## src/hw/rtl/sbsh_pkg.sv

```systemverilog
// Package for the seeded byte stream hash: widths, shift amounts and round functions.
package sbsh_pkg;

  localparam int HashW    = 32;
  localparam int ByteW    = 8;
  localparam int PendW    = 24;
  localparam int CountW   = 2;
  localparam int InDataW  = 40;
  localparam int InUserW  = 2;

  // tuser bit positions on the input side
  localparam int UserFirst = 0;
  localparam int UserEmpty = 1;

  // Shift amounts of the mixing round, tail rule and avalanche
  localparam int ShMixHi   = 11;
  localparam int ShMixLo   = 16;
  localparam int ShMixAdd  = 11;
  localparam int ShT3Xor   = 16;
  localparam int ShT3Sign  = 18;
  localparam int ShT3Add   = 11;
  localparam int ShT2Xor   = 11;
  localparam int ShT2Add   = 17;
  localparam int ShT1Xor   = 10;
  localparam int ShT1Add   = 1;
  localparam int ShAv1     = 3;
  localparam int ShAv2     = 5;
  localparam int ShAv3     = 4;
  localparam int ShAv4     = 17;
  localparam int ShAv5     = 25;
  localparam int ShAv6     = 6;

  localparam logic [CountW-1:0] CntZero  = 2'd0;
  localparam logic [CountW-1:0] CntOne   = 2'd1;
  localparam logic [CountW-1:0] CntTwo   = 2'd2;
  localparam logic [CountW-1:0] CntThree = 2'd3;

  typedef logic [HashW-1:0] hash_t;

  // Sign-extend one byte to hash width
  function automatic hash_t sext8(input logic [ByteW-1:0] b);
    sext8 = {{(HashW-ByteW){b[ByteW-1]}}, b};
  endfunction

  // One four-byte mixing round
  function automatic hash_t mix_round(input hash_t h, input logic [15:0] lo,
                                      input logic [15:0] hi);
    hash_t a;
    hash_t t;
    hash_t m;
    a = h + {16'd0, lo};
    t = ({16'd0, hi} << ShMixHi) ^ a;
    m = (a << ShMixLo) ^ t;
    mix_round = m + (m >> ShMixAdd);
  endfunction

  // Tail rule for one to three leftover bytes
  function automatic hash_t tail_mix(input hash_t h, input logic [PendW-1:0] b,
                                     input logic [CountW-1:0] cnt);
    hash_t a;
    hash_t x;
    a = h;
    x = h;
    unique case (cnt)
      CntThree: begin
        a = h + {16'd0, b[15:0]};
        x = a ^ (a << ShT3Xor);
        x = x ^ (sext8(b[23:16]) << ShT3Sign);
        x = x + (x >> ShT3Add);
      end
      CntTwo: begin
        a = h + {16'd0, b[15:0]};
        x = a ^ (a << ShT2Xor);
        x = x + (x >> ShT2Add);
      end
      CntOne: begin
        a = h + sext8(b[7:0]);
        x = a ^ (a << ShT1Xor);
        x = x + (x >> ShT1Add);
      end
      default: begin
        x = h;
      end
    endcase
    tail_mix = x;
  endfunction

  // Avalanche, first two steps
  function automatic hash_t aval_front(input hash_t h);
    hash_t x;
    x = h ^ (h << ShAv1);
    aval_front = x + (x >> ShAv2);
  endfunction

  // Avalanche, last four steps
  function automatic hash_t aval_back(input hash_t h);
    hash_t x;
    x = h ^ (h << ShAv3);
    x = x + (x >> ShAv4);
    x = x ^ (x << ShAv5);
    aval_back = x + (x >> ShAv6);
  endfunction

endpackage

```

## src/hw/rtl/seeded_byte_stream_hash32_top.sv

```systemverilog
// Top level of the seeded byte stream hash: byte gathering, mixing and finishing pipeline.
//
//  channel  dir  tdata                              tlast      tuser
//  s_axis   in   [7:0] data_byte, [39:8] seed       last_byte  [0] first_byte, [1] empty_message
//  m_axis   out  [31:0] hash_value                  -          -
//
// One byte is taken per cycle while the input is not held; the gathering and mixing round close
// within that cycle. After the edge that takes its last byte, a hash passes the input register,
// tail rule, front avalanche, then back avalanche into the output register.
// After a last byte, a byte that neither starts a message nor flags it empty waits until
// the finished hash is back in the running register; a stalled output delays this.
// rst clears the running hash, the gathered bytes and all pipeline valids.
// A stalled output freezes the whole finishing pipeline and holds the input.
module seeded_byte_stream_hash32_top (
  input  logic                           clk,
  input  logic                           rst,
  input  logic                           s_axis_tvalid,
  output logic                           s_axis_tready,
  input  logic [sbsh_pkg::InDataW-1:0]   s_axis_tdata,  // [7:0] data_byte, [39:8] seed
  input  logic                           s_axis_tlast,  // last_byte
  input  logic [sbsh_pkg::InUserW-1:0]   s_axis_tuser,  // [0] first_byte, [1] empty_message
  output logic                           m_axis_tvalid,
  input  logic                           m_axis_tready,
  output logic [sbsh_pkg::HashW-1:0]     m_axis_tdata   // [31:0] hash_value
);
  import sbsh_pkg::*;

  // Running state
  hash_t               running_hash;
  logic [PendW-1:0]    pending_bytes;
  logic [CountW-1:0]   pending_count;

  // Finishing pipeline
  logic                v1, v2, v3;
  logic                wb1, wb2, wb3;
  hash_t               h1, h2, h3;
  logic [PendW-1:0]    tb1;
  logic [CountW-1:0]   tc1;

  // Input fields
  logic [ByteW-1:0]    in_byte;
  hash_t               in_seed;
  logic                in_first, in_empty, in_last;

  logic                adv, stale, accept, clr, wb_fire;
  hash_t               base_hash, mixed, final_hash;
  logic [PendW-1:0]    base_pend, gath_bytes;
  logic [CountW-1:0]   base_cnt, gath_cnt;

  assign in_byte  = s_axis_tdata[ByteW-1:0];
  assign in_seed  = s_axis_tdata[InDataW-1:ByteW];
  assign in_first = s_axis_tuser[UserFirst];
  assign in_empty = s_axis_tuser[UserEmpty];
  assign in_last  = s_axis_tlast;

  // Handshake: advance when output is free; hold bytes that need a hash still in flight
  assign adv           = !m_axis_tvalid || m_axis_tready;
  assign stale         = wb1 || wb2 || wb3;
  assign s_axis_tready = adv && !(stale && !in_first && !in_empty);
  assign accept        = s_axis_tvalid && s_axis_tready;
  assign clr           = accept && (in_first || in_empty);

  // Seed and gather
  assign base_hash = in_first ? in_seed : running_hash;
  assign base_pend = in_first ? '0 : pending_bytes;
  assign base_cnt  = in_first ? CntZero : pending_count;

  always_comb begin
    mixed      = base_hash;
    gath_bytes = base_pend;
    gath_cnt   = base_cnt + CntOne;
    unique case (base_cnt)
      CntZero:  gath_bytes = {base_pend[23:8], in_byte};
      CntOne:   gath_bytes = {base_pend[23:16], in_byte, base_pend[7:0]};
      CntTwo:   gath_bytes = {in_byte, base_pend[15:0]};
      CntThree: begin
        mixed      = mix_round(base_hash, base_pend[15:0], {in_byte, base_pend[23:16]});
        gath_bytes = '0;
        gath_cnt   = CntZero;
      end
      default:  gath_bytes = base_pend;
    endcase
  end

  assign final_hash = aval_back(h3);
  assign wb_fire    = adv && v3 && wb3 && !clr;

  // Running state update
  always_ff @(posedge clk) begin
    if (rst) begin
      running_hash  <= '0;
      pending_bytes <= '0;
      pending_count <= CntZero;
    end else begin
      priority if (accept && in_empty) begin
        running_hash  <= '0;
        pending_bytes <= '0;
        pending_count <= CntZero;
      end else if (accept && in_last) begin
        pending_bytes <= '0;
        pending_count <= CntZero;
      end else if (accept) begin
        running_hash  <= mixed;
        pending_bytes <= gath_bytes;
        pending_count <= gath_cnt;
      end else if (wb_fire) begin
        running_hash  <= final_hash;
      end
    end
  end

  // Finishing pipeline control
  always_ff @(posedge clk) begin
    if (rst) begin
      v1 <= 1'b0; v2 <= 1'b0; v3 <= 1'b0;
      wb1 <= 1'b0; wb2 <= 1'b0; wb3 <= 1'b0;
      m_axis_tvalid <= 1'b0;
    end else if (adv) begin
      v1  <= accept && (in_last || in_empty);
      wb1 <= accept && in_last && !in_empty;
      v2  <= v1;
      wb2 <= wb1 && !clr;
      v3  <= v2;
      wb3 <= wb2 && !clr;
      m_axis_tvalid <= v3;
    end
  end

  // Finishing pipeline data: tail, front avalanche, back avalanche
  always_ff @(posedge clk) begin
    if (adv) begin
      h1  <= in_empty ? '0 : mixed;
      tb1 <= in_empty ? '0 : gath_bytes;
      tc1 <= in_empty ? CntZero : gath_cnt;
      h2  <= tail_mix(h1, tb1, tc1);
      h3  <= aval_front(h2);
      m_axis_tdata <= final_hash;
    end
  end

  // Checks
  a_empty_clears: assert property (@(posedge clk) disable iff (rst)
    accept && in_empty |=> running_hash == '0 && pending_count == CntZero)
    else $error("empty message did not clear the running state");

  a_last_clears: assert property (@(posedge clk) disable iff (rst)
    accept && in_last |=> pending_count == CntZero)
    else $error("gathered bytes survived a last byte");

  a_one_writeback: assert property (@(posedge clk) disable iff (rst)
    $countones({wb1, wb2, wb3}) <= 1)
    else $error("more than one hash marked for write-back");

  a_no_stale_continue: assert property (@(posedge clk) disable iff (rst)
    accept && stale |-> in_first || in_empty)
    else $error("byte continued a hash still being finished");

endmodule
```

## config.mk

```make
export PLATFORM = sky130hd
export DESIGN_NAME = seeded_byte_stream_hash32_top
export DESIGN_NICKNAME = d
export VERILOG_FILES = /design/src/hw/rtl/sbsh_pkg.sv /design/src/hw/rtl/seeded_byte_stream_hash32_top.sv
export SDC_FILE = /design/constraint.sdc
export NUM_CORES = 1
export LEC_CHECK = 0
export BUFFER_PORTS_ARGS = -buffer_cell sky130_fd_sc_hd__buf_4
export CAP_MARGIN = 20
export CORE_UTILIZATION = 50
export DETAILED_ROUTE_END_ITERATION = 16
export HOLD_SLACK_MARGIN = 0.1
export PLACE_DENSITY_LB_ADDON = 0.12
export SYNTH_ARGS = -nofsm -noshare
export SYNTH_HDL_FRONTEND = slang
export SYNTH_SLANG_ARGS = --single-unit
```

## constraint.sdc

```tcl
create_clock -name clk -period 7.6 [get_ports clk]
set_input_delay 0.76 -clock clk [delete_from_list [all_inputs] [get_ports clk]]
set_output_delay 0.76 -clock clk [all_outputs]
set_load 0.005 [all_outputs]
```

==> results of run 1 <==
-- stage by stage --
| stage | instances | setup slack [ns] | cell area, µm² | utilization (%) |
|---|---|---|---|---|
| finish | 3263 | 1.06 | 24900 | 55.0 |
| CTS | 3263 | 1.22 | 24900 | 55.0 |
| floorplan | 2592 | 0.648 | 22900 | - |
| global placement | 3217 | 0.914 | 24100 | 53.2 |
| detailed placement | 3218 | 0.880 | 24100 | 53.2 |
| global route | 3263 | 0.739 | 24900 | 55.0 |
-- kinds of logic (layout without fill, tap and decap cells) --
logic type | count (synthesis) | after routing
AO/OA/AOI/OAI | 748 | 748
AND/OR/NAND/NOR | 737 | 737
XOR/XNOR | 431 | 431
adder cells (fa/ha/maj) | 222 | 222
flip-flops | 219 | 219
buffers and inverters | 171 | 242
multiplexers | 64 | 64
-- final cells by class --
| class | instances | area share, % |
|---|---|---|
| Multi-Input combinational cell | 2202 | 65.5 |
| Sequential cell | 219 | 23.8 |
| Tap cell | 600 | 3.02 |
| Timing Repair Buffer | 99 | 3.00 |
| Clock buffer | 30 | 2.59 |
| Inverter | 98 | 1.52 |
| Clock inverter | 15 | 0.543 |
-- cells in the final DEF (no fill, tap or decap), types with 22 or more instances in the layout --
| cell | instances |
|---|---|
| nand2b_1 | 23 |
| clkbuf_16 | 25 |
| buf_4 | 98 |
| edfxtp_1 | 154 |
| nand3_1 | 48 |
| mux2i_1 | 22 |
| dfxtp_1 | 65 |
| xor2_1 | 150 |
| ha_1 | 212 |
| xnor2_1 | 267 |
| a211oi_1 | 40 |
| and3_1 | 30 |
| a21o_1 | 96 |
| nor3_1 | 49 |
| inv_1 | 94 |
| nand4_1 | 23 |
| a21oi_1 | 214 |
| o21a_1 | 32 |
| nor2_1 | 264 |
| o21bai_1 | 24 |
| nand2_1 | 163 |
| a22oi_1 | 41 |
| mux4_2 | 25 |
| nor2b_1 | 50 |
| o211ai_1 | 28 |
| o21ai_0 | 133 |
-- flip-flops by register name (all words and copies together) (netlist names) --
register / count
v1: 1
pending_count: 2
wb1: 1
m_axis_tdata: 32
m_axis_tvalid: 1
tc1: 2
v2: 1
v3: 1
wb2: 1
h1: 32
h3: 32
tb1: 24
pending_bytes: 24
running_hash: 32
wb3: 1
h2: 32
-- metal layers --
layer	up-vias	global-route usage [%]
li1	9613	-
met1	9712	46.3
met2	838	51.8
met3	158	6.48
met4	2	13.0
met5	-	0
-- worst min path at each step --
stage,start,end,slack (ns),cells after the start
5_1_grt,v2,v2,0.48,2
6_report,v2,v2,0.45,2
2_1_floorplan,v2,v2,0.43,2
4_1_cts,v2,v2,0.46,2
3_3_place_gp,v2,v2,0.44,2
3_5_place_dp,v2,v3,0.45,2
-- worst reg2reg max path: cells and delay by family, from the launching register on --
kind                     cells  cell delay (ns)
AND/OR/NAND/NOR              8             1.52
flip-flops                   1             0.60
multiplexers                 1             0.51
XOR/XNOR                     2             0.49
AO/OA/AOI/OAI                7             1.69
buffers and inverters        2             0.26
adder cells (fa/ha/maj)      3             1.19
==> flow_summary.json, run 1 <==
{
  "num_rows": 78,
  "synth.cell_area_mm2": 0.0229,
  "dpl.hpwl_um": 65000,
  "top_layer": "met5",
  "hold_violations": 0,
  "antenna_cells": 0,
  "dr_wl_met2_um": 34400,
  "worstRegToRegCells": 23,
  "path_clk_slew_ns": 0.06,
  "htree_num_levels": 1,
  "syn_avg_cell_area_um2": 8.84,
  "grt_max_degree": 81,
  "crit_chain": "ha_1, a21oi_1, o211ai_1, buf_4, a21o_1, a41oi_2, nor2_2, xnor2_4, ha_1, inv_1, fa_1, nor2b_1, o31a_1, o221ai_1, nand3_1, and3_1, o2bb2ai_1, and2_1, nand4_2, nor2_1, nand3_1, xnor2_1, mux4_2",
  "clock-sinks": 219,
  "cp_max_fo": 6,
  "die_y_um": 216,
  "whs_ns": 0.452,
  "wl_per_cell_um": 24.4,
  "grt_pass1_wl_um": 118000,
  "grt_usage_pct": 33.6,
  "ff_latch_area_mm2": 0.00593,
  "synth_common_cells": "xnor2_1 (267), nor2_1 (264), a21oi_1 (214)",
  "fill_cells": 4195,
  "yosys.area.top_type": "edfxtp_1",
  "crit_path_end_kind": "flip-flop",
  "yosysMostFrequentCell": "xnor2_1",
  "synth_enable_flop_cells": 154,
  "fmaxAchievable_ghz": 0.153,
  "synth-seq-cells": 219,
  "synth.area.top_cells": "edfxtp_1 (20%), ha_1 (12%), xnor2_1 (10%)",
  "drtIter0Drc": 1875,
  "start_util_pct": 50.6,
  "cts_tree": "yes",
  "crit_slowest_cell": "edfxtp_1",
  "synth-compound-area-share_pct": 21.5,
  "cts_resized": 0,
  "detail-route-antenna-nets": 0,
  "synth_simple_gate_area_share_pct": 15.6,
  "reg2reg_from": "h1[12]",
  "tightest_slew_ns": 1.06,
  "synthToLayoutAreaGrowth_pct": 8.58,
  "cpLargestDelayFamily": "compound AO/OA/AOI/OAI gates",
  "grt_pass1_vias": 19179,
  "hold_buffers": 0,
  "ios": 81,
  "portBuffers": 80,
  "yosys.cell_types.count": 108,
  "start_kind": "flip-flop",
  "synthAdderAreaFrac_pct": 12.4,
  "crit_buf_inv": 2,
  "crit_type": "flip-flop to flip-flop",
  "rsz0062_at_grt": "false",
  "synth_ff_type": "edfxtp_1",
  "drc": 0,
  "fp.dieArea_mm2": 0.0467,
  "hp-class": "flip-flop to flip-flop",
  "status": "finished, final reports clean",
  "cts_setup_buffers": 0,
  "finalSetupTns_ns": 0,
  "maxSlewViolCount": 0,
  "cp-startpoint": "h1[12]",
  "clock_path_buffers": 3,
  "endpoint": "h2[26]",
  "critPathRequiredTime_ns": 7.89,
  "cts_root_buf": "clkbuf_16",
  "synth_xor_area_share_pct": 17.3,
  "setup_viol": 0,
  "nNetsFinal": 2914,
  "syn_nets": 2861,
  "antenna_found_initial": 3,
  "crit_arrival_ns": 6.82,
  "wl_met3_um": 6790,
  "clk_latency_ns": 0.56,
  "ys_warn_count": 0,
  "async_flop_share_pct": 0,
  "fin_crit_sh_pct": 86.0,
  "slew_headroom_pct": 29.4,
  "r2r_end": "h2[26]",
  "worstSetupPathDepth": 23,
  "vias": 20323,
  "wl_met1_um": 35100,
  "wl_um": 79800,
  "worst_clock_skew_ns": 0.0283,
  "yosysTopAreaCellShare_pct": 20.2,
  "drtPass1Iterations": 6,
  "synth_top_family_by_area": "compound AO/OA/AOI/OAI gates",
  "drive_above_1_share_pct": 9.35,
  "fin_crit_ns": 6.54,
  "synth-seq-area-share_pct": 25.9,
  "synth_cells": 2592,
  "multiInputGateArea_mm2": 0.0163,
  "die_w_um": 216,
  "drv_cap": 0,
  "synthMuxAreaShare_pct": 4.25,
  "gp_congestion": 1.05,
  "ff2ff_setup_slack_ns": 1.06,
  "cts-buffers-inserted": 25,
  "coreArea_mm2": 0.0453,
  "overflow": 0,
  "cpPeakStageDelay_ns": 0.60,
  "viasPerCell": 6.23
}
Power of run 1 is left out: the tool's default activity adds up to more than one toggle a clock period on the data nets, which glitch-free logic cannot reach.
==> run 2: changes to the inputs <==
Settings changed: CORE_UTILIZATION 50 to 25, TNS_END_PERCENT set to 50.
==> run 2 against run 1 <==
  * First-iteration DRC count decreased by 3.4%
  * Flip-flop and latch count unchanged
  * Core utilization decreased by 26 points
  * Design area increased by 3.9%
  * Register-to-register slack got worse by 0.17 ns
  * Clock skew decreased by 0.0039 ns
  * Global-route usage decreased by 14 points
  * Via count decreased by 1.6%
  * Worst hold slack about the same
  * Critical path depth decreased by 2
  * Critical endpoint is now h2[29]
==> flow_summary.json, run 2 (synthesized netlist as in run 1, its figures left out) <==
{
  "fin_crit_ns": 6.71,
  "tightest_slew_ns": 1.05,
  "path_clk_slew_ns": 0.06,
  "htree_num_levels": 1,
  "drc": 0,
  "crit_arrival_ns": 7.03,
  "r2r_end": "h2[29]",
  "drtIter0Drc": 1811,
  "cts-buffers-inserted": 28,
  "setup_viol": 0,
  "fmaxAchievable_ghz": 0.149,
  "detail-route-antenna-nets": 0,
  "antenna_cells": 0,
  "num_rows": 110,
  "cts_root_buf": "clkbuf_16",
  "drtPass1Iterations": 7,
  "coreArea_mm2": 0.0904,
  "clk_latency_ns": 0.58,
  "overflow": 0,
  "ff_latch_area_mm2": 0.00593,
  "wl_um": 92200,
  "fp.dieArea_mm2": 0.0929,
  "critPathRequiredTime_ns": 7.93,
  "rsz0062_at_grt": "false",
  "ff2ff_setup_slack_ns": 0.89,
  "reg2reg_from": "h1[7]",
  "fin_crit_sh_pct": 88.2,
  "finalSetupTns_ns": 0,
  "hold_buffers": 0,
  "grt_usage_pct": 19.3,
  "start_util_pct": 25.3,
  "cp_max_fo": 8,
  "fill_cells": 9466,
  "viasPerCell": 5.18,
  "gp_congestion": 0.955,
  "dp_cells": 3809,
  "clock_path_buffers": 3,
  "grt_pass1_vias": 19809,
  "min_to": "v2",
  "wl_per_cell_um": 23.9,
  "grt_max_degree": 74,
  "crit_path_end_kind": "flip-flop",
  "dpl.hpwl_um": 76500,
  "holdPathStages": 2,
  "synthToLayoutAreaGrowth_pct": 12.8,
  "drive_above_1_share_pct": 10.0,
  "multiInputGateArea_mm2": 0.0163,
  "maxSlewViolCount": 0,
  "worstRegToRegCells": 21,
  "clock-sinks": 219,
  "vias": 19998,
  "status": "finished, final reports clean",
  "slew_headroom_pct": 29.8,
  "start_kind": "flip-flop",
  "final_common_cell": "xnor2_1",
  "nNetsFinal": 2932,
  "hold_violations": 0,
  "drv_cap": 0,
  "die_w_um": 305,
  "grt_pass1_wl_um": 134000,
  "antenna_found_initial": 2,
  "ios": 81,
  "crit_type": "flip-flop to flip-flop",
  "hp-class": "flip-flop to flip-flop",
  "worst_clock_skew_ns": 0.0244,
  "cts_tree": "yes",
  "die_y_um": 305,
  "hold_start": "v2",
  "final_cell_mix": "xnor2_1 (266), nor2_1 (264), a21oi_1 (214)",
  "cts_setup_buffers": 0,
  "portBuffers": 80,
  "post_layout_nonfiller_instances": 3861,
  "cts_resized": 0
}
==> run 2: worst max-delay path, stage by stage (launching register included) <==
cell      delay [ns]
edfxtp_1        0.52
ha_1            0.54
nor3_1          0.09
o211ai_1        0.50
nand2_1         0.20
or4_1           0.55
o21a_2          0.19
xor2_1          0.40
inv_1           0.20
ha_1            0.39
and3_1          0.18
a22oi_1         0.10
a21oi_1         0.36
nand3_1         0.13
o211ai_1        0.23
o22a_1          0.25
nand3_1         0.21
nor4b_4         0.53
nor4b_4         0.29
mux2i_1         0.14
and4_4          0.21
a221o_1         0.25
==> run 2: per-stage QoR <==
stage | worst slack [ns] | utilization (%) | area, µm² | hold slack (ns)
2_1_floorplan | 0.648 | - | 22900 | 0.432
3_3_place_gp | 0.783 | 27.6 | 24900 | 0.443
3_5_place_dp | 0.689 | 27.6 | 25000 | 0.445
4_1_cts | 1.01 | 28.6 | 25900 | 0.452
5_1_grt | 0.556 | 28.6 | 25900 | 0.475
6_report | 0.894 | 28.6 | 25900 | 0.452
==> run 2: area by class of cell <==
cell class	count	share of cell area, %
inverters	98	1.46
clock buffers	41	3.07
repair buffers	114	3.31
multi-input cells	2202	63.1
clock inverters	11	0.450
well taps	1176	5.69
flip-flops and latches	219	22.9
==> run 2: worst max-delay path by stage <==
stage                          startpoint          endpoint  slack (ns)  cells past startpoint
after global routing               h3[17]  running_hash[29]        0.56                     25
after CTS                           h1[7]            h2[29]        1.01                     21
after floorplan           s_axis_tuser[0]            h1[30]        0.65                     30
final                               h1[7]            h2[29]        0.89                     21
after global placement    s_axis_tuser[0]            h1[28]        0.78                     23
after detailed placement  s_axis_tuser[0]            h1[26]        0.69                     23
==> run 2: metal layers <==
layer | global-route usage, % | vias to the layer above | share of wire, %
li1 | - | 9632 | -
met1 | 27.7 | 9729 | 49
met2 | 30.9 | 527 | 45
met3 | 1.79 | 110 | 3.9
met4 | 5.05 | 0 | 2.7
met5 | 0 | - | 0
Power of run 2 is left out for the same reason.
